## config.mk

```make
export PLATFORM = sky130hd
export DESIGN_NAME = gamepad_frame_decoder
export DESIGN_NICKNAME = d
export VERILOG_FILES = /design/src/design/gfd_pkg.sv /design/src/design/gamepad_frame_decoder.sv
export SDC_FILE = /design/constraint.sdc
export NUM_CORES = 1
export LEC_CHECK = 0
export ABC_AREA = 1
export BUFFER_PORTS_ARGS = -buffer_cell sky130_fd_sc_hd__buf_4
export CORE_MARGIN = 2
export CORE_UTILIZATION = 40
export CTS_CLUSTER_DIAMETER = 200
export DETAILED_ROUTE_END_ITERATION = 16
export PLACE_DENSITY = 0.63
export SYNTH_ARGS = -nofsm -noshare
export SYNTH_HDL_FRONTEND = slang
export SYNTH_SLANG_ARGS = --single-unit
```

## constraint.sdc

```tcl
create_clock -name clk_i -period 7.2 [get_ports clk_i]
set_clock_uncertainty 0.15 [all_clocks]
set_input_delay 0.36 -clock clk_i [delete_from_list [all_inputs] [get_ports clk_i]]
set_output_delay 0.36 -clock clk_i [all_outputs]
set_load 0.05 [all_outputs]
```

## src/design/gfd_pkg.sv

```systemverilog
// Package for the gamepad frame decoder: frame positions, the result status
// codes and the sizes of the stored frame bytes. No dependencies.
`default_nettype none

package gfd_pkg;

  localparam int unsigned PosWidth    = 4;
  localparam int unsigned PayloadLen  = 5;  // bytes 3 to 7 are held; byte 8 arrives live
  localparam int unsigned PayloadIdxW = $clog2(PayloadLen);

  localparam logic [PosWidth-1:0] PosFirstPayload = 4'd3;
  localparam logic [PosWidth-1:0] PosLastPayload  = 4'd7;
  localparam logic [PosWidth-1:0] PosFrameLast    = 4'd8;
  localparam logic [PosWidth-1:0] PosIdle         = 4'd9;

  localparam logic [7:0]  ByteAllOnes   = 8'hFF;
  localparam logic [7:0]  ByteAllZeros  = 8'h00;
  localparam logic [7:0]  StickCentre   = 8'd127;
  localparam logic [15:0] ButtonsNone   = 16'hFFFF;

  typedef enum logic [1:0] {
    STATUS_SAME    = 2'd0,
    STATUS_CHANGED = 2'd1,
    STATUS_DEAD    = 2'd2
  } status_e;

endpackage

`default_nettype wire

```

## src/design/gamepad_frame_decoder.sv

```systemverilog
// Results are registered: one shows in the cycle after byte 8 is accepted.
// Throughput: one byte per cycle; a byte offered at byte 8, even one with a start
// mark, waits while the previous result is still held by a stalled output.
// Reset (rst_ni low, asynchronous) clears the byte position, the held buttons and
// sticks, and the output valid; the first byte after reset counts as byte 0.
// Top level of the gamepad poll-reply decoder; depends on gfd_pkg only.
`default_nettype none

module gamepad_frame_decoder (
  input  wire logic        clk_i,
  input  wire logic        rst_ni,
  input  wire logic        in_valid_i,
  output logic             in_stall_o,
  input  wire logic [7:0]  rx_byte_i,
  input  wire logic        frame_start_i,
  output logic             out_valid_o,
  input  wire logic        out_stall_i,
  output logic [1:0]       status_o,
  output logic [15:0]      buttons_o,
  output logic [7:0]       right_x_o,
  output logic [7:0]       right_y_o,
  output logic [7:0]       left_x_o,
  output logic [7:0]       left_y_o
);

  // Frame tracking state. The position names the byte that the next request
  // carries; it parks at the idle value after byte 8 until a start mark.
  logic [gfd_pkg::PosWidth-1:0] pos_q, pos_d;
  logic                         ones_q, ones_d;
  logic                         zeros_q, zeros_d;

  // Bytes 3 to 7 of the frame in progress. They are always written before
  // the frame's last byte reads them, so they carry no reset.
  logic [7:0] payload_q [gfd_pkg::PayloadLen];

  // Decoded state, which also drives the result payload directly.
  logic [15:0]          held_buttons_q;
  logic [7:0]           held_sticks_q [4];
  gfd_pkg::status_e     status_q, status_d;
  logic                 out_valid_q, out_valid_d;

  logic                         accept;
  logic                         active;
  logic                         result_fire;
  logic                         dead;
  logic [gfd_pkg::PosWidth-1:0] pos_eff;
  logic [gfd_pkg::PosWidth-1:0] idx_full;
  logic [gfd_pkg::PayloadIdxW-1:0] idx;
  logic                         ones_eff, zeros_eff;
  logic                         payload_wr;
  logic [15:0]                  new_buttons;
  logic [7:0]                   new_sticks [4];
  logic                         sticks_unplugged;
  logic                         changed;

  // A byte offered at byte 8, even one with a start mark, must wait while the
  // previous result is still stalled at the output; all other bytes flow on.
  assign in_stall_o = out_valid_q && out_stall_i && (pos_q == gfd_pkg::PosFrameLast);
  assign accept     = in_valid_i && !in_stall_o;

  // A start mark restarts the frame before the byte is looked at.
  assign pos_eff   = frame_start_i ? '0 : pos_q;
  assign ones_eff  = frame_start_i | ones_q;
  assign zeros_eff = frame_start_i | zeros_q;
  assign active    = pos_eff <= gfd_pkg::PosFrameLast;

  assign ones_d  = ones_eff  && (rx_byte_i == gfd_pkg::ByteAllOnes);
  assign zeros_d = zeros_eff && (rx_byte_i == gfd_pkg::ByteAllZeros);
  assign pos_d   = (pos_eff == gfd_pkg::PosFrameLast) ? gfd_pkg::PosIdle
                                                      : pos_eff + 4'd1;

  assign idx_full   = pos_eff - gfd_pkg::PosFirstPayload;
  assign idx        = idx_full[gfd_pkg::PayloadIdxW-1:0];
  assign payload_wr = accept && (pos_eff >= gfd_pkg::PosFirstPayload)
                      && (pos_eff <= gfd_pkg::PosLastPayload);

  assign result_fire = accept && (pos_eff == gfd_pkg::PosFrameLast);
  // A frame is dead when every one of its nine bytes was 0xFF, or every one 0x00.
  assign dead        = ones_d || zeros_d;

  // Buttons are sent active low: invert bytes 3 and 4, byte 4 in the high half.
  // 0xFFFF after inversion (every bit low on the wire) is treated as nothing pressed.
  always_comb begin
    new_buttons = ~{payload_q[1], payload_q[0]};
    if (new_buttons == gfd_pkg::ButtonsNone) begin
      new_buttons = '0;
    end
  end

  // Sticks are bytes 5 to 8; byte 8 comes straight from the request. All four
  // reading 255 means the pad is in digital mode, so the sticks are centred.
  assign sticks_unplugged = (payload_q[2] == gfd_pkg::ByteAllOnes)
                            && (payload_q[3] == gfd_pkg::ByteAllOnes)
                            && (payload_q[4] == gfd_pkg::ByteAllOnes)
                            && (rx_byte_i == gfd_pkg::ByteAllOnes);

  always_comb begin
    if (sticks_unplugged) begin
      new_sticks[0] = gfd_pkg::StickCentre;
      new_sticks[1] = gfd_pkg::StickCentre;
      new_sticks[2] = gfd_pkg::StickCentre;
      new_sticks[3] = gfd_pkg::StickCentre;
    end else begin
      new_sticks[0] = payload_q[2];
      new_sticks[1] = payload_q[3];
      new_sticks[2] = payload_q[4];
      new_sticks[3] = rx_byte_i;
    end
  end

  assign changed = (new_buttons != held_buttons_q)
                   || (new_sticks[0] != held_sticks_q[0])
                   || (new_sticks[1] != held_sticks_q[1])
                   || (new_sticks[2] != held_sticks_q[2])
                   || (new_sticks[3] != held_sticks_q[3]);

  always_comb begin
    if (dead) begin
      status_d = gfd_pkg::STATUS_DEAD;
    end else if (changed) begin
      status_d = gfd_pkg::STATUS_CHANGED;
    end else begin
      status_d = gfd_pkg::STATUS_SAME;
    end
  end

  // The output holds its result until it is taken; a new result may replace
  // it in the very cycle it is taken.
  always_comb begin
    out_valid_d = out_valid_q;
    if (out_valid_q && !out_stall_i) begin
      out_valid_d = 1'b0;
    end
    if (result_fire) begin
      out_valid_d = 1'b1;
    end
  end

  always_ff @(posedge clk_i or negedge rst_ni) begin
    if (!rst_ni) begin
      pos_q          <= '0;
      ones_q         <= 1'b1;
      zeros_q        <= 1'b1;
      out_valid_q    <= 1'b0;
      status_q       <= gfd_pkg::STATUS_SAME;
      held_buttons_q <= '0;
      held_sticks_q  <= '{default: '0};
    end else begin
      out_valid_q <= out_valid_d;
      if (accept && active) begin
        pos_q   <= pos_d;
        ones_q  <= ones_d;
        zeros_q <= zeros_d;
      end else if (accept) begin
        // Bytes past the end of a frame are dropped and the position stays idle;
        // a byte with a start mark is active and is taken by the branch above.
        pos_q <= pos_eff;
      end
      if (result_fire) begin
        status_q <= status_d;
        if (!dead) begin
          held_buttons_q <= new_buttons;
          held_sticks_q  <= new_sticks;
        end
      end
    end
  end

  always_ff @(posedge clk_i) begin
    if (payload_wr) begin
      payload_q[idx] <= rx_byte_i;
    end
  end

  assign out_valid_o = out_valid_q;
  assign status_o    = status_q;
  assign buttons_o   = held_buttons_q;
  assign right_x_o   = held_sticks_q[0];
  assign right_y_o   = held_sticks_q[1];
  assign left_x_o    = held_sticks_q[2];
  assign left_y_o    = held_sticks_q[3];

  // The byte position never goes beyond the idle value.
  a_pos_range: assert property (@(posedge clk_i) disable iff (!rst_ni)
    pos_q <= gfd_pkg::PosIdle)
    else $error("byte position out of range");

  // Input is only held back on behalf of a waiting result.
  a_stall_reason: assert property (@(posedge clk_i) disable iff (!rst_ni)
    in_stall_o |-> out_valid_q)
    else $error("input stalled with no result pending");

  // A dead frame leaves the decoded state untouched.
  a_dead_keeps: assert property (@(posedge clk_i) disable iff (!rst_ni)
    (result_fire && dead) |=> ($stable(held_buttons_q) && $stable(held_sticks_q[0])
      && $stable(held_sticks_q[1]) && $stable(held_sticks_q[2])
      && $stable(held_sticks_q[3]) && status_q == gfd_pkg::STATUS_DEAD))
    else $error("dead frame altered the held state");

  // An unchanged report keeps the held buttons and the left Y stick stable.
  a_same_stable: assert property (@(posedge clk_i) disable iff (!rst_ni)
    (result_fire && !dead && !changed) |=> (status_q == gfd_pkg::STATUS_SAME
      && $stable(held_buttons_q) && $stable(held_sticks_q[3])))
    else $error("unchanged status with altered state");

  // A completed frame always leaves a result at the output.
  a_result_shown: assert property (@(posedge clk_i) disable iff (!rst_ni)
    result_fire |=> out_valid_q)
    else $error("completed frame gave no result");

endmodule

`default_nettype wire

```

# Word-level counts from Yosys, hierarchy flattened
# Memory sizes are Yosys's and may differ from the RTL's.
# Index checks and enable logic that the tools add are counted.
[word_totals]
reg_bits = 57
ramBits = 40
mem_count = 1
out_inout_bits = 52
[mem_list]
columns = ["memory", "words", "width", "read_ports", "rd_ports_with_merged_regs", "write_ports", "line_no", "text"]
rows = [
  ["payload_q", 5, 8, 5, 0, 1, "gamepad_frame_decoder.sv:34", "logic [7:0] payload_q [gfd_pkg::PayloadLen];"],
]
[classes]
n_addsub = 2
bitwise = 4
order_cmp = 3
mux = 12
n_reduce_logical = 24
eq_ne = 12
[ops]
columns = ["cell", "n"]
rows = [
  ["8-bit == test (second input constant)", 4],
  ["32-bit two-way mux", 1],
  ["8-bit inequality test", 4],
  ["16-bit == test (second input constant)", 1],
  ["16-bit two-way mux", 1],
  ["4-bit two-way mux", 4],
  ["16-bit inequality test", 1],
  ["16-bit NOT", 1],
  ["1-bit logical AND", 13],
  ["4-bit == test (second input constant)", 2],
  ["8-bit zero test", 1],
  ["1-bit logical OR", 5],
  ["1-bit two-way mux", 5],
  ["4-bit by 1-bit adder with 4-bit output (second input constant)", 1],
  ["4-bit by 2-bit >= comparator with 1-bit output (second input constant)", 1],
  ["4-bit by 3-bit less-or-equal comparator with 1-bit output (second input constant)", 1],
  ["4-bit less-or-equal comparator (second input constant)", 1],
  ["2-bit nonzero test", 2],
  ["3-bit by 2-bit subtractor with 3-bit output (second input constant)", 1],
  ["1-bit zero test", 2],
  ["2-bit two-way mux", 1],
  ["1-bit OR", 2],
  ["2-bit AND reduction", 1],
  ["1-bit NOT", 1],
]

# Logic depth before layout (Yosys ltp)
# Gate-level depths: netlist (run 1).
# An unclocked memory read counts as a cell.
[depth]
depth_word = 13
depth_mapped = 16
ltp_nobuf = 16

# Worst setup path before layout (run 1)
# No wires, ideal clock.
[synth_timing]
kind = "input to register"
startpoint = "input frame_start_i"
endpoint = "memory payload_q[1][0] (enable)"
path_slack_ns = 4.683
t_arrival_ns = 1.984
path_stages = 5
required_time_ns = 6.667
n_path_buf = 0
cell_sequence = "nor2_1 inv_1 ha_1 or2_2 nor3_1"
[synth_between]
elab_chain_cells = 6
word_cells_on_any_way = 8
cone_classes = "1 x add/sub; 2 x order compare; 3 x mux; 2 x reduce/logical"
[synth_lines]
columns = ["item", "line_no", "text"]
rows = [
  ["start: declaration", "gamepad_frame_decoder.sv:15", "input wire logic frame_start_i,"],
  ["4-bit two-way mux *", "gamepad_frame_decoder.sv:62", "assign pos_eff = frame_start_i ? '0 : pos_q;"],
  ["4-bit by 2-bit >= comparator with 1-bit output", "gamepad_frame_decoder.sv:74", "assign payload_wr = accept && (pos_eff >= gfd_pkg::PosFirstPayload)"],
  ["1-bit logical AND", "gamepad_frame_decoder.sv:74", ""],
  ["1-bit logical AND", "gamepad_frame_decoder.sv:75", "&& (pos_eff <= gfd_pkg::PosLastPayload);"],
  ["1-bit two-way mux", "gamepad_frame_decoder.sv:170", "if (payload_wr) begin"],
  ["1-bit two-way mux (not written as such)", "gamepad_frame_decoder.sv:171", "payload_q[idx] <= rx_byte_i;"],
  ["end: declaration", "gamepad_frame_decoder.sv:34", ""],
]
# Mark *: on every way between the ends. The rest lies on a longest branch, timed or not.

# Final worst setup path (run 1)
[layout_timing]
startpoint = "register pos_q[0] in the netlist's numbering"
endpoint = "register held_buttons_q[6], in the netlist buttons_o[6]"
[layout_between]
elab_chain_cells = 6
word_cells_on_any_way = 8
cone_classes = "2 x eq/ne; 1 x mux; 5 x reduce/logical"
[layout_lines]
columns = ["item", "line_no", "text"]
rows = [
  ["start: declaration", "gamepad_frame_decoder.sv:28", "logic [gfd_pkg::PosWidth-1:0] pos_q, pos_d;"],
  ["start signal: assignment", "gamepad_frame_decoder.sv:151", "pos_q <= pos_d;"],
  ["start signal: assignment", "gamepad_frame_decoder.sv:157", "pos_q <= pos_eff;"],
  ["4-bit == test", "gamepad_frame_decoder.sv:58", "assign in_stall_o = out_valid_q && out_stall_i && (pos_q == gfd_pkg::PosFrameLast);"],
  ["1-bit logical AND", "gamepad_frame_decoder.sv:58", ""],
  ["1-bit zero test", "gamepad_frame_decoder.sv:59", "assign accept = in_valid_i && !in_stall_o;"],
  ["1-bit logical AND", "gamepad_frame_decoder.sv:59", ""],
  ["1-bit logical AND *", "gamepad_frame_decoder.sv:77", "assign result_fire = accept && (pos_eff == gfd_pkg::PosFrameLast);"],
  ["2-bit AND reduction (no line) *", "--", ""],
  ["end signal: assignment", "gamepad_frame_decoder.sv:162", "held_buttons_q <= new_buttons;"],
  ["end: declaration", "gamepad_frame_decoder.sv:37", "logic [15:0] held_buttons_q;"],
]
# Marked as above.
# A chain may end at the register's enable or synchronous reset.

==> results of run 1 <==
==> final cells by class <==
class	count	area, um2
multi-input combinational	348	1730
clock inverter	6	43.8
inverter	35	131
tap	143	179
timing repair buffer	66	498
clock buffer	10	229
sequential	97	2630
fill	1069	5840
==> stage by stage <==
stage | std cells | area, um2 | total power [mW] | setup slack [ps]
CTS | 705 | 5440 | 2.31 | 3760
global route | 705 | 5440 | 2.41 | 3380
floorplan | 492 | 4580 | 1.55 | 4680
global placement | 688 | 5150 | 1.85 | 3830
finish | 705 | 5440 | 2.29 | 3830
detailed placement | 688 | 5150 | 1.87 | 3740
==> cell families (layout without fill, tap and decap cells) <==
group | after synthesis | after routing | share of synthesized area (%)
adder cells (fa/ha/maj) | 2 | 2 | 0.547
buffers and inverters | 47 | 117 | 4.86
AND/OR/NAND/NOR | 282 | 282 | 26.6
flip-flops | 97 | 97 | 57.4
AO/OA/AOI/OAI | 31 | 31 | 3.72
XOR/XNOR | 33 | 33 | 6.81
==> state kept, by name (all words and copies together) (netlist names) <==
name / cells
left_y_o: 8
ones_q: 1
payload_q: 40
right_y_o: 8
right_x_o: 8
out_valid_o: 1
zeros_q: 1
status_o: 2
left_x_o: 8
pos_q: 4
buttons_o: 16
==> worst max-delay path, cell delays in order (launching register included) <==
cell	delay [ps]
dfrtp_1	380
inv_1	70
nor2_1	110
inv_1	80
ha_1	130
nand2_1	50
nor2_1	160
nand2_2	120
nor3_4	890
inv_2	760
nand2_1	190
o21ai_1	80
==> power by group <==
part	internal [mW]	switching [mW]	total (mW)	leakage, nW
registers	0.715	0.145	0.860	1.07
clock network	0.235	0.203	0.439	0.133
logic	0.311	0.677	0.988	1.34
==> placed cells by master (no fill, tap or decap), types with 3 or more instances in the layout <==
| cell type | count |
|---|---|
| nand2_1 | 189 |
| buf_4 | 65 |
| dfrtp_1 | 55 |
| nor2_1 | 46 |
| edfxtp_1 | 40 |
| inv_1 | 30 |
| o21ai_1 | 22 |
| xor2_1 | 17 |
| xnor2_1 | 13 |
| nand3b_1 | 9 |
| clkbuf_16 | 9 |
| nand4_1 | 8 |
| nand3_1 | 8 |
| nand2_4 | 6 |
| inv_2 | 5 |
| or2_2 | 3 |
| nor3_1 | 3 |
| nor4_1 | 3 |
| xor2_2 | 3 |
| a21oi_1 | 3 |
==> worst max path at each step <==
stage	end	slack, ps
global route	buttons_o[13]$_DFFE_PN0P_	3380
global placement	buttons_o[9]$_DFFE_PN0P_	3830
finish	buttons_o[6]$_DFFE_PN0P_	3830
detailed placement	buttons_o[6]$_DFFE_PN0P_	3740
CTS	buttons_o[9]$_DFFE_PN0P_	3760
floorplan	payload_q[1][0]$_DFFE_PP_	4680
==> metal layers <==
| layer | global-route usage (%) | up-vias | wire, um |
|---|---|---|---|
| met3 | 2.68 | 11 | 412 |
| li1 | - | 1702 | - |
| met2 | 28.3 | 66 | 4880 |
| met5 | 0 | - | 0 |
| met1 | 22.6 | 1619 | 4460 |
| met4 | 6.50 | 0 | 153 |
==> what timing repair did <==
item / in CTS / in global routing
hold endpoints to repair: 55 / 0
hold buffers: 1 / 0
setup buffers: 0 / 0
endpoints found under the setup margin: 0 / 0
==> out/metrics.csv, run 1 <==
stage;metric;value;unit
worst_setup_path;CP required;7230;ps
layout;nets@finish;572;
synth;cell with the most instances after synthesis;nand2_1;
synth;Mean Syn Cell Area;9.31;um2
layout;layout cells sized above 1;18.7;%
clock_network;Worst-Skew Late Latency;340;ps
grt;initial antenna violation count;0;
sta;fin crit period;3370;ps
worst_setup_path;r2r startpoint;pos_q[0]$_DFFE_PN0P_;
synth;number of flops mapped to enable cells by yosys;40;
sta;crit share post-route;46.8;%
clock_network;root buf cell;clkbuf_16;
worst_setup_path;reg2reg end;buttons_o[6]$_DFFE_PN0P_;
synth;ys async rst share;58.8;%
synth;top cell type's share of synthesized area;30.1;%
status;status;finished clean;
floorplanning;# IOs;65;
layout;ANT cells;0;
synth;Mapped Cells;492;
sta;post-route setup TNS;0;ps
detailed_routing;via/cell ratio;4.82;
detailed_routing;vias;3398;
sta;Worst-Margin Slew;1160;ps
pwr;Pwr Density;421;nW/um2
floorplanning;die width;111;um
worst_setup_path;crit path DAT;3400;ps
layout;fin util;48.2;%
synth;sequential area share after synthesis;57.4;%
clock_network;CTS tree;yes;
detailed_routing;Routed WL;9920;um
worst_setup_path;r2r setup slk;3830;ps
clock_network;Reg clk slew, reported paths;60;ps
grt;All-Layer GR Usage;17.1;%
synth;unique cell type count in the Yosys netlist;34;
sta;relative slew slack;22.2;%
detailed_routing;WL/cell;14.1;um
place;Port-buffer cells;64;
worst_setup_path;Reg2Reg Depth;11;
synth;warning count from the yosys run;0;
sta;max-slew violation count;0;
clock_network;htree depth;3;
sta;hold_ws;131;ps
grt;GR Overflow Total;0;
floorplanning;die area;12300;um2
worst_setup_path;Setup crit start kind;flop;
grt;first-pass GRT wire length;16600;um
worst_setup_path;Worst setup EP type;flop;
worst_hold_path;Worst Hold Path EP;out_valid_o$_DFFE_PN0P_;
place;DP HPWL;6960;um
pwr;Lkg Pwr;2.55;nW
layout;P&R area growth vs syn;18.7;%
synth;Most used DFF post-synth;dfrtp_1;
flow_run;Max Cap Violations;0;
grt;largest net degree at the start of global routing;68;
detailed_routing;drt drc;0;
sta;RSZ-0062 raised after global routing;no;
synth;mapped cell area;4580;um2
sta;FMAX;297;MHz
detailed_routing;TritonRoute pass-1 iters;4;
detailed_routing;antenna viol nets, final;0;
clock_network;CTS-repair resized insts;0;
floorplanning;Site Rows;39;
synth;#FFs+latches synth;97;
clock_network;CTS sink cnt;97;
worst_hold_path;min-delay src;out_stall_i;
synth;cell taking the most area after synthesis;dfrtp_1;
worst_setup_path;Crit Path Max Fanout;67;
synth;top cells by area, synth;dfrtp_1, edfxtp_1, nand2_1;
synth;Synth top cells by count;nand2_1, dfrtp_1, nor2_1;
worst_hold_path;Tightest Hold Check Type;in -> reg;
detailed_routing;first-iteration detailed-routing DRC count;136;
floorplanning;die height;111;um
place;Placer Congestion;0.873;
grt;vias in the first global route;3419;
clock_network;Clock Tree Buf Depth;2;
pwr;worst vdd ir;249;uV
synth;Net Count, Synth;507;
sta;Hold Fails Final Rpt;0;
worst_setup_path;WS Path Type;reg -> reg;
worst_setup_path;Worst Setup SP;pos_q[0]$_DFFE_PN0P_;
floorplanning;area of the core;11300;um2
floorplanning;Initial Util;40.6;%
worst_hold_path;hold depth;3;
sta;# setup viols final;0;
clock_network;Num CTS Buffers;9;
No activity file was read; power rests on OpenSTA's default activity.
==> run 2: changes to the inputs <==
--- a/config.mk
+++ b/config.mk
@@ -11,7 +11,7 @@
 export CORE_UTILIZATION = 40
 export CTS_CLUSTER_DIAMETER = 200
 export DETAILED_ROUTE_END_ITERATION = 16
-export PLACE_DENSITY = 0.63
+export PLACE_DENSITY = 0.65
 export SYNTH_ARGS = -nofsm -noshare
 export SYNTH_HDL_FRONTEND = slang
 export SYNTH_SLANG_ARGS = --single-unit
==> constraint.sdc (replaced) <==
create_clock -name clk_i -period 2.8 [get_ports clk_i]
set_clock_uncertainty 0.15 [all_clocks]
set_input_delay 0.14 -clock clk_i [delete_from_list [all_inputs] [get_ports clk_i]]
set_output_delay 0.14 -clock clk_i [all_outputs]
set_load 0.05 [all_outputs]
==> out/metrics.csv, run 2 (synthesis results as in run 1) <==
stage;metric;value;unit
clock_network;CTS sink cnt;97;
worst_setup_path;WS Path Type;reg -> reg;
layout;most common cell after layout, fill and taps aside;nand2_1;
sta;Hold Fails Final Rpt;0;
clock_network;Clock Tree Buf Depth;2;
layout;ANT cells;0;
grt;vias in the first global route;3333;
sta;FMAX;427;MHz
layout;layout cells sized above 1;19.4;%
floorplanning;die area;12300;um2
worst_setup_path;Buffers & Inverters on Critical Path;3;
place;DP HPWL;7150;um
layout;max reg flops;40;
worst_setup_path;Crit path top cell by count;inv_1;
grt;first-pass GRT wire length;16700;um
grt;largest net degree at the start of global routing;58;
sta;Worst-Margin Slew;755;ps
detailed_routing;via/cell ratio;4.79;
worst_setup_path;delay-heaviest family, CP;simple AND/OR/NAND/NOR gates;
worst_setup_path;Crit Path Max Fanout;8;
layout;P&R area growth vs syn;22.9;%
clock_network;htree depth;3;
layout;nets@finish;588;
detailed_routing;WL/cell;14.4;um
pwr;Tot Pwr;6.09;mW
pwr;Lkg Pwr;2.64;nW
worst_setup_path;CP Cell Sequence;inv_1 > nor2_1 > inv_1 > ha_1 > or2_2 > nor3_1 > buf_4;
clock_network;Worst-Skew Late Latency;340;ps
sta;max-slew violation count;0;
floorplanning;die height;111;um
worst_setup_path;CP required;2700;ps
clock_network;CTS tree;yes;
sta;fin crit period;2340;ps
sta;relative slew slack;49.7;%
sta;RSZ-0062 raised after global routing;no;
sta;hold_ws;18.1;ps
floorplanning;die width;111;um
detailed_routing;TritonRoute pass-1 iters;4;
place;Port-buffer cells;64;
clock_network;CTS-repair resized insts;0;
worst_setup_path;Worst setup EP type;flop;
floorplanning;Initial Util;40.6;%
worst_setup_path;crit path DAT;2240;ps
detailed_routing;vias;3456;
worst_setup_path;r2r setup slk;460;ps
place;Placer Congestion;0.769;
pwr;Pwr Density;1080;nW/um2
worst_setup_path;Setup crit start kind;flop;
clock_network;Num CTS Buffers;9;
status;status;finished clean;
detailed_routing;first-iteration detailed-routing DRC count;216;
worst_hold_path;Tightest Hold Check Type;in -> reg;
clock_network;Reg clk slew, reported paths;70;ps
sta;crit share post-route;83.5;%
sta;post-route setup TNS;0;ps
detailed_routing;antenna viol nets, final;0;
grt;All-Layer GR Usage;17.3;%
layout;Register Area;2630;um2
floorplanning;Site Rows;39;
sta;# setup viols final;0;
grt;initial antenna violation count;0;
grt;GR Overflow Total;0;
clock_network;root buf cell;clkbuf_16;
worst_setup_path;slowest CP cell;nor2_1;
layout;Biggest register;payload_q;
detailed_routing;drt drc;0;
layout;Fillers;1040;
pwr;worst vdd ir;717;uV
detailed_routing;Routed WL;10400;um
layout;most frequent cells in the layout;nand2_1, buf_4, dfrtp_1;
layout;area occupied by multi-input gates;1730;um2
worst_setup_path;Crit path largest cell delay;360;ps
floorplanning;# IOs;65;
floorplanning;area of the core;11300;um2
flow_run;Max Cap Violations;0;
==> run 2: area by class of cell <==
cell class | instances | share of cell area (%)
clock buffer | 10 | 4.07
clock inverter | 6 | 1.60
inverter | 35 | 2.34
multi-input combinational | 348 | 30.7
sequential | 97 | 46.8
tap | 143 | 3.18
timing repair buffer | 82 | 11.4
==> run 2: worst paths after layout <==
path / startpoint / to / depth (start not counted)
max: pos_q[0]$_DFFE_PN0P_ / payload_q[1][1]$_DFFE_PP_ / 7
max reg2reg: pos_q[0]$_DFFE_PN0P_ / payload_q[1][1]$_DFFE_PP_ / 7
max in group asynchronous: rst_ni / buttons_o[6]$_DFFE_PN0P_ / 2
min: frame_start_i / ones_q$_DFFE_PN1P_ / 3
min in group asynchronous: rst_ni / right_x_o[0]$_DFFE_PN0P_ / 2
min reg2reg: zeros_q$_DFFE_PN1P_ / zeros_q$_DFFE_PN1P_ / 2
==> run 2: per-layer routing <==
layer | vias up | share of wire [%] | track usage [%]
li1 | 1730 | - | -
met1 | 1647 | 46 | 22.8
met2 | 75 | 49 | 28.0
met3 | 4 | 4.7 | 3.94
met4 | 0 | 0.63 | 6.50
met5 | - | 0 | 0
==> run 2: what timing repair did <==
item,in CTS,in global routing
hold endpoints to repair,104,0
hold buffers,10,0
buffers inserted,0,0
==> run 2: tightest hold or removal path: stages <==
cell,delay (ps)
buf_4,140
nor2_1,130
o31ai_1,90
==> run 2: metrics by stage <==
step	cell area (um2)	setup WS, ps	std cells	util, %
global placement	5210	584	695	46.2
CTS	5630	481	721	49.9
floorplan	4580	289	492	-
global route	5630	315	721	49.9
finish	5630	461	721	49.9
detailed placement	5210	490	695	46.2
==> run 2: power by group <==
part,internal (mW),switching (mW)
registers,1.84,0.365
logic,0.812,1.76
clock network,0.786,0.530
==> run 3: changes to the inputs <==
--- a/config.mk
+++ b/config.mk
@@ -5,13 +5,13 @@
 export SDC_FILE = /design/constraint.sdc
 export NUM_CORES = 1
 export LEC_CHECK = 0
-export ABC_AREA = 1
+export ABC_AREA = 0
 export BUFFER_PORTS_ARGS = -buffer_cell sky130_fd_sc_hd__buf_4
 export CORE_MARGIN = 2
 export CORE_UTILIZATION = 40
 export CTS_CLUSTER_DIAMETER = 200
 export DETAILED_ROUTE_END_ITERATION = 16
-export PLACE_DENSITY = 0.65
+export PLACE_DENSITY = 0.63
 export SYNTH_ARGS = -nofsm -noshare
 export SYNTH_HDL_FRONTEND = slang
 export SYNTH_SLANG_ARGS = --single-unit
==> constraint.sdc (replaced) <==
create_clock -name clk_i -period 2.4 [get_ports clk_i]
set_clock_uncertainty 0.15 [all_clocks]
set_input_delay 0.12 -clock clk_i [delete_from_list [all_inputs] [get_ports clk_i]]
set_output_delay 0.12 -clock clk_i [all_outputs]
set_load 0.05 [all_outputs]
==> out/metrics.csv, run 3 <==
stage;metric;value;unit
clock_network;Worst-Skew Late Latency;340;ps
pwr;Internal Power;3.73;mW
worst_setup_path;Worst setup EP type;flop;
floorplanning;Initial Util;41.5;%
pwr;switching part of the total;41.1;%
synth;unique cell type count in the Yosys netlist;56;
clock_network;Reg clk slew, reported paths;60;ps
layout;ANT cells;0;
clock_network;Clock Tree Buf Depth;2;
worst_setup_path;reg2reg end;status_o[0]$_DFFE_PN0P_;
grt;GR Overflow Total;0;
pwr;combinational power share;38.1;%
worst_setup_path;r2r startpoint;payload_q[1][0]$_DFFE_PP_;
worst_hold_path;hold depth;3;
synth;warning count from the yosys run;0;
pwr;Reg power frac;38.1;%
synth;Most used DFF post-synth;dfrtp_1;
status;status;finished clean;
sta;max-slew violation count;0;
sta;hold_ws;119;ps
floorplanning;die area;12200;um2
synth;top cell type's share of synthesized area;30.3;%
worst_hold_path;Worst Hold Path EP;out_valid_o$_DFFE_PN0P_;
synth;Mean Syn Cell Area;11.0;um2
worst_setup_path;r2r setup slk;80;ps
grt;All-Layer GR Usage;19.6;%
synth;Net Count, Synth;427;
place;DP HPWL;8190;um
worst_setup_path;WS Path Type;reg -> reg;
synth;ys async rst share;58.8;%
sta;crit share post-route;96.7;%
sta;Worst-Margin Slew;789;ps
synth;number of flops mapped to enable cells by yosys;40;
place;Port-buffer cells;64;
layout;max reg flops;40;
clock_network;htree depth;3;
grt;initial antenna violation count;0;
sta;# setup viols final;0;
detailed_routing;Routed WL;11900;um
synth;cell with the most instances after synthesis;nand2_1;
sta;RSZ-0062 raised after global routing;yes;
pwr;P_sw;2.60;mW
clock_network;root buf cell;clkbuf_16;
pwr;Pwr Density;1080;nW/um2
place;Placer Congestion;0.832;
grt;routing usage on met2;31.0;%
grt;largest net degree at the start of global routing;58;
layout;Fillers;992;
grt;met3 usage;2.96;%
grt;M1 GR Usage;27.2;%
detailed_routing;via/cell ratio;5.38;
layout;Biggest register;payload_q;
worst_hold_path;min-delay src;frame_start_i;
sta;FMAX;431;MHz
worst_setup_path;crit path DAT;2430;ps
worst_setup_path;Reg2Reg Depth;7;
pwr;Lkg Pwr;2.57;nW
detailed_routing;drt drc;0;
floorplanning;die width;111;um
detailed_routing;first-iteration detailed-routing DRC count;173;
synth;Synth top cells by count;nand2_1, dfrtp_1, edfxtp_1;
synth;mapped cell area;4540;um2
floorplanning;die height;111;um
floorplanning;# IOs;65;
floorplanning;Site Rows;38;
clock_network;CTS tree;yes;
clock_network;Num CTS Buffers;9;
pwr;Clock power frac;23.8;%
floorplanning;area of the core;10900;um2
worst_setup_path;CP required;2510;ps
grt;busiest grt layer;met2;
sta;relative slew slack;47.4;%
detailed_routing;vias;3597;
detailed_routing;antenna viol nets, final;0;
clock_network;CTS sink cnt;97;
detailed_routing;TritonRoute pass-1 iters;5;
layout;most common cell after layout, fill and taps aside;nand2_1;
sta;Hold Fails Final Rpt;0;
synth;#FFs+latches synth;97;
sta;fin crit period;2320;ps
layout;fin util;53.8;%
layout;layout cells sized above 1;26.3;%
flow_run;Max Cap Violations;0;
worst_setup_path;Crit Path Max Fanout;6;
grt;first-pass GRT wire length;19100;um
synth;sequential area share after synthesis;57.9;%
layout;P&R area growth vs syn;29.5;%
layout;most frequent cells in the layout;nand2_1, buf_4, dfrtp_1;
synth;Mapped Cells;412;
layout;nets@finish;539;
detailed_routing;WL/cell;17.8;um
pwr;Tot Pwr;6.33;mW
synth;cell taking the most area after synthesis;dfrtp_1;
grt;vias in the first global route;3545;
worst_hold_path;Tightest Hold Check Type;in -> reg;
synth;top cells by area, synth;dfrtp_1, edfxtp_1, nand2_1;
pwr;worst vdd ir;524;uV
worst_setup_path;Setup crit start kind;flop;
-- run 3: changes by cell type after synthesis, sizes merged, moves of 5 or more --
cell and delta:
a21oi +11, a31oi +5, inv -30, nand2 -80
nand2b +7, nand3b -10, nor2 -37, nor4 +11
nor4bb +6, o21ai -17, o31ai +10, xnor2 -10
xor2 +13
-- run 3: layout make-up --
cell class	instances	area, um2	share of cell area (%)
Sequential cell	97	2630	44.7
Multi-Input combinational cell	298	1850	31.4
Timing Repair Buffer	113	895	15.2
Clock buffer	10	229	3.90
Tap cell	140	175	2.98
Clock inverter	6	82.6	1.40
Inverter	5	18.8	0.319
-- run 3: how the worst max path moves through the flow --
stage	startpoint	endpoint	slack, ps	cells after the start
after floorplan	pos_q[0]$_DFFE_PN0P_	payload_q[1][0]$_DFFE_PP_	30	8
after global placement	payload_q[1][0]$_DFFE_PP_	status_o[0]$_DFFE_PN0P_	90	5
after detailed placement	payload_q[1][0]$_DFFE_PP_	status_o[0]$_DFFE_PN0P_	60	5
after CTS	payload_q[1][0]$_DFFE_PP_	status_o[0]$_DFFE_PN0P_	30	5
after global routing	payload_q[1][0]$_DFFE_PP_	status_o[0]$_DFFE_PN0P_	-80	7
final	payload_q[1][0]$_DFFE_PP_	status_o[0]$_DFFE_PN0P_	80	7
-- run 3: routing by layer --
layer  share of wire [%]  wire [um]
met1                  47       5640
met2                  46       5520
met3                 3.7        443
met4                 2.3        277
met5                   0          0
-- run 3: timing repair --
| action | CTS | global route |
|---|---|---|
| setup buffers | 0 | 4 |
| endpoints found under the setup margin | 0 | 25 |
| hold endpoints to repair | 105 | 0 |
| hold buffers | 12 | 0 |
| resized for setup | 0 | 9 |
-- run 3: cell families (layout without fill, tap and decap cells) --
group                    Yosys count  after routing  synth area share (%)
AO/OA/AOI/OAI                     55             55                  9.01
flip-flops                        97             97                  57.9
AND/OR/NAND/NOR                  199            200                  21.7
buffers and inverters             18            134                  2.65
XOR/XNOR                          36             36                  6.94
multiplexers                       5              5                  1.21
adder cells (fa/ha/maj)            2              2                 0.551
-- run 3: critical path, stage by stage, from the launching register on --
cell and delay, ps:
edfxtp_1 450, nor4_2 500, and4_2 420, buf_4 180
nor3_1 50, nor3_1 200, a21oi_1 100, a41oi_2 180
-- run 3: power by group through the flow --
stage / clock, mW / combinational [mW] / sequential (mW)
after floorplan: 0 / 0.587 / 3.43
after global placement: 0 / 2.37 / 2.42
after detailed placement: 0 / 2.39 / 2.44
after CTS: 1.53 / 2.42 / 2.41
after global routing: 1.61 / 2.56 / 2.47
final: 1.51 / 2.41 / 2.41
-- run 3: metrics by stage --
| step | cell area, um2 | worst slack (ps) | TNS [ps] | cells |
|---|---|---|---|---|
| 5_1_grt | 5880 | -77.8 | -84.0 | 669 |
| 3_5_place_dp | 5370 | 63.8 | 0 | 636 |
| 4_1_cts | 5800 | 25.8 | 0 | 664 |
| 3_3_place_gp | 5370 | 86.2 | 0 | 636 |
| 2_1_floorplan | 4550 | 28.8 | 0 | 412 |
| 6_report | 5880 | 78.1 | 0 | 669 |
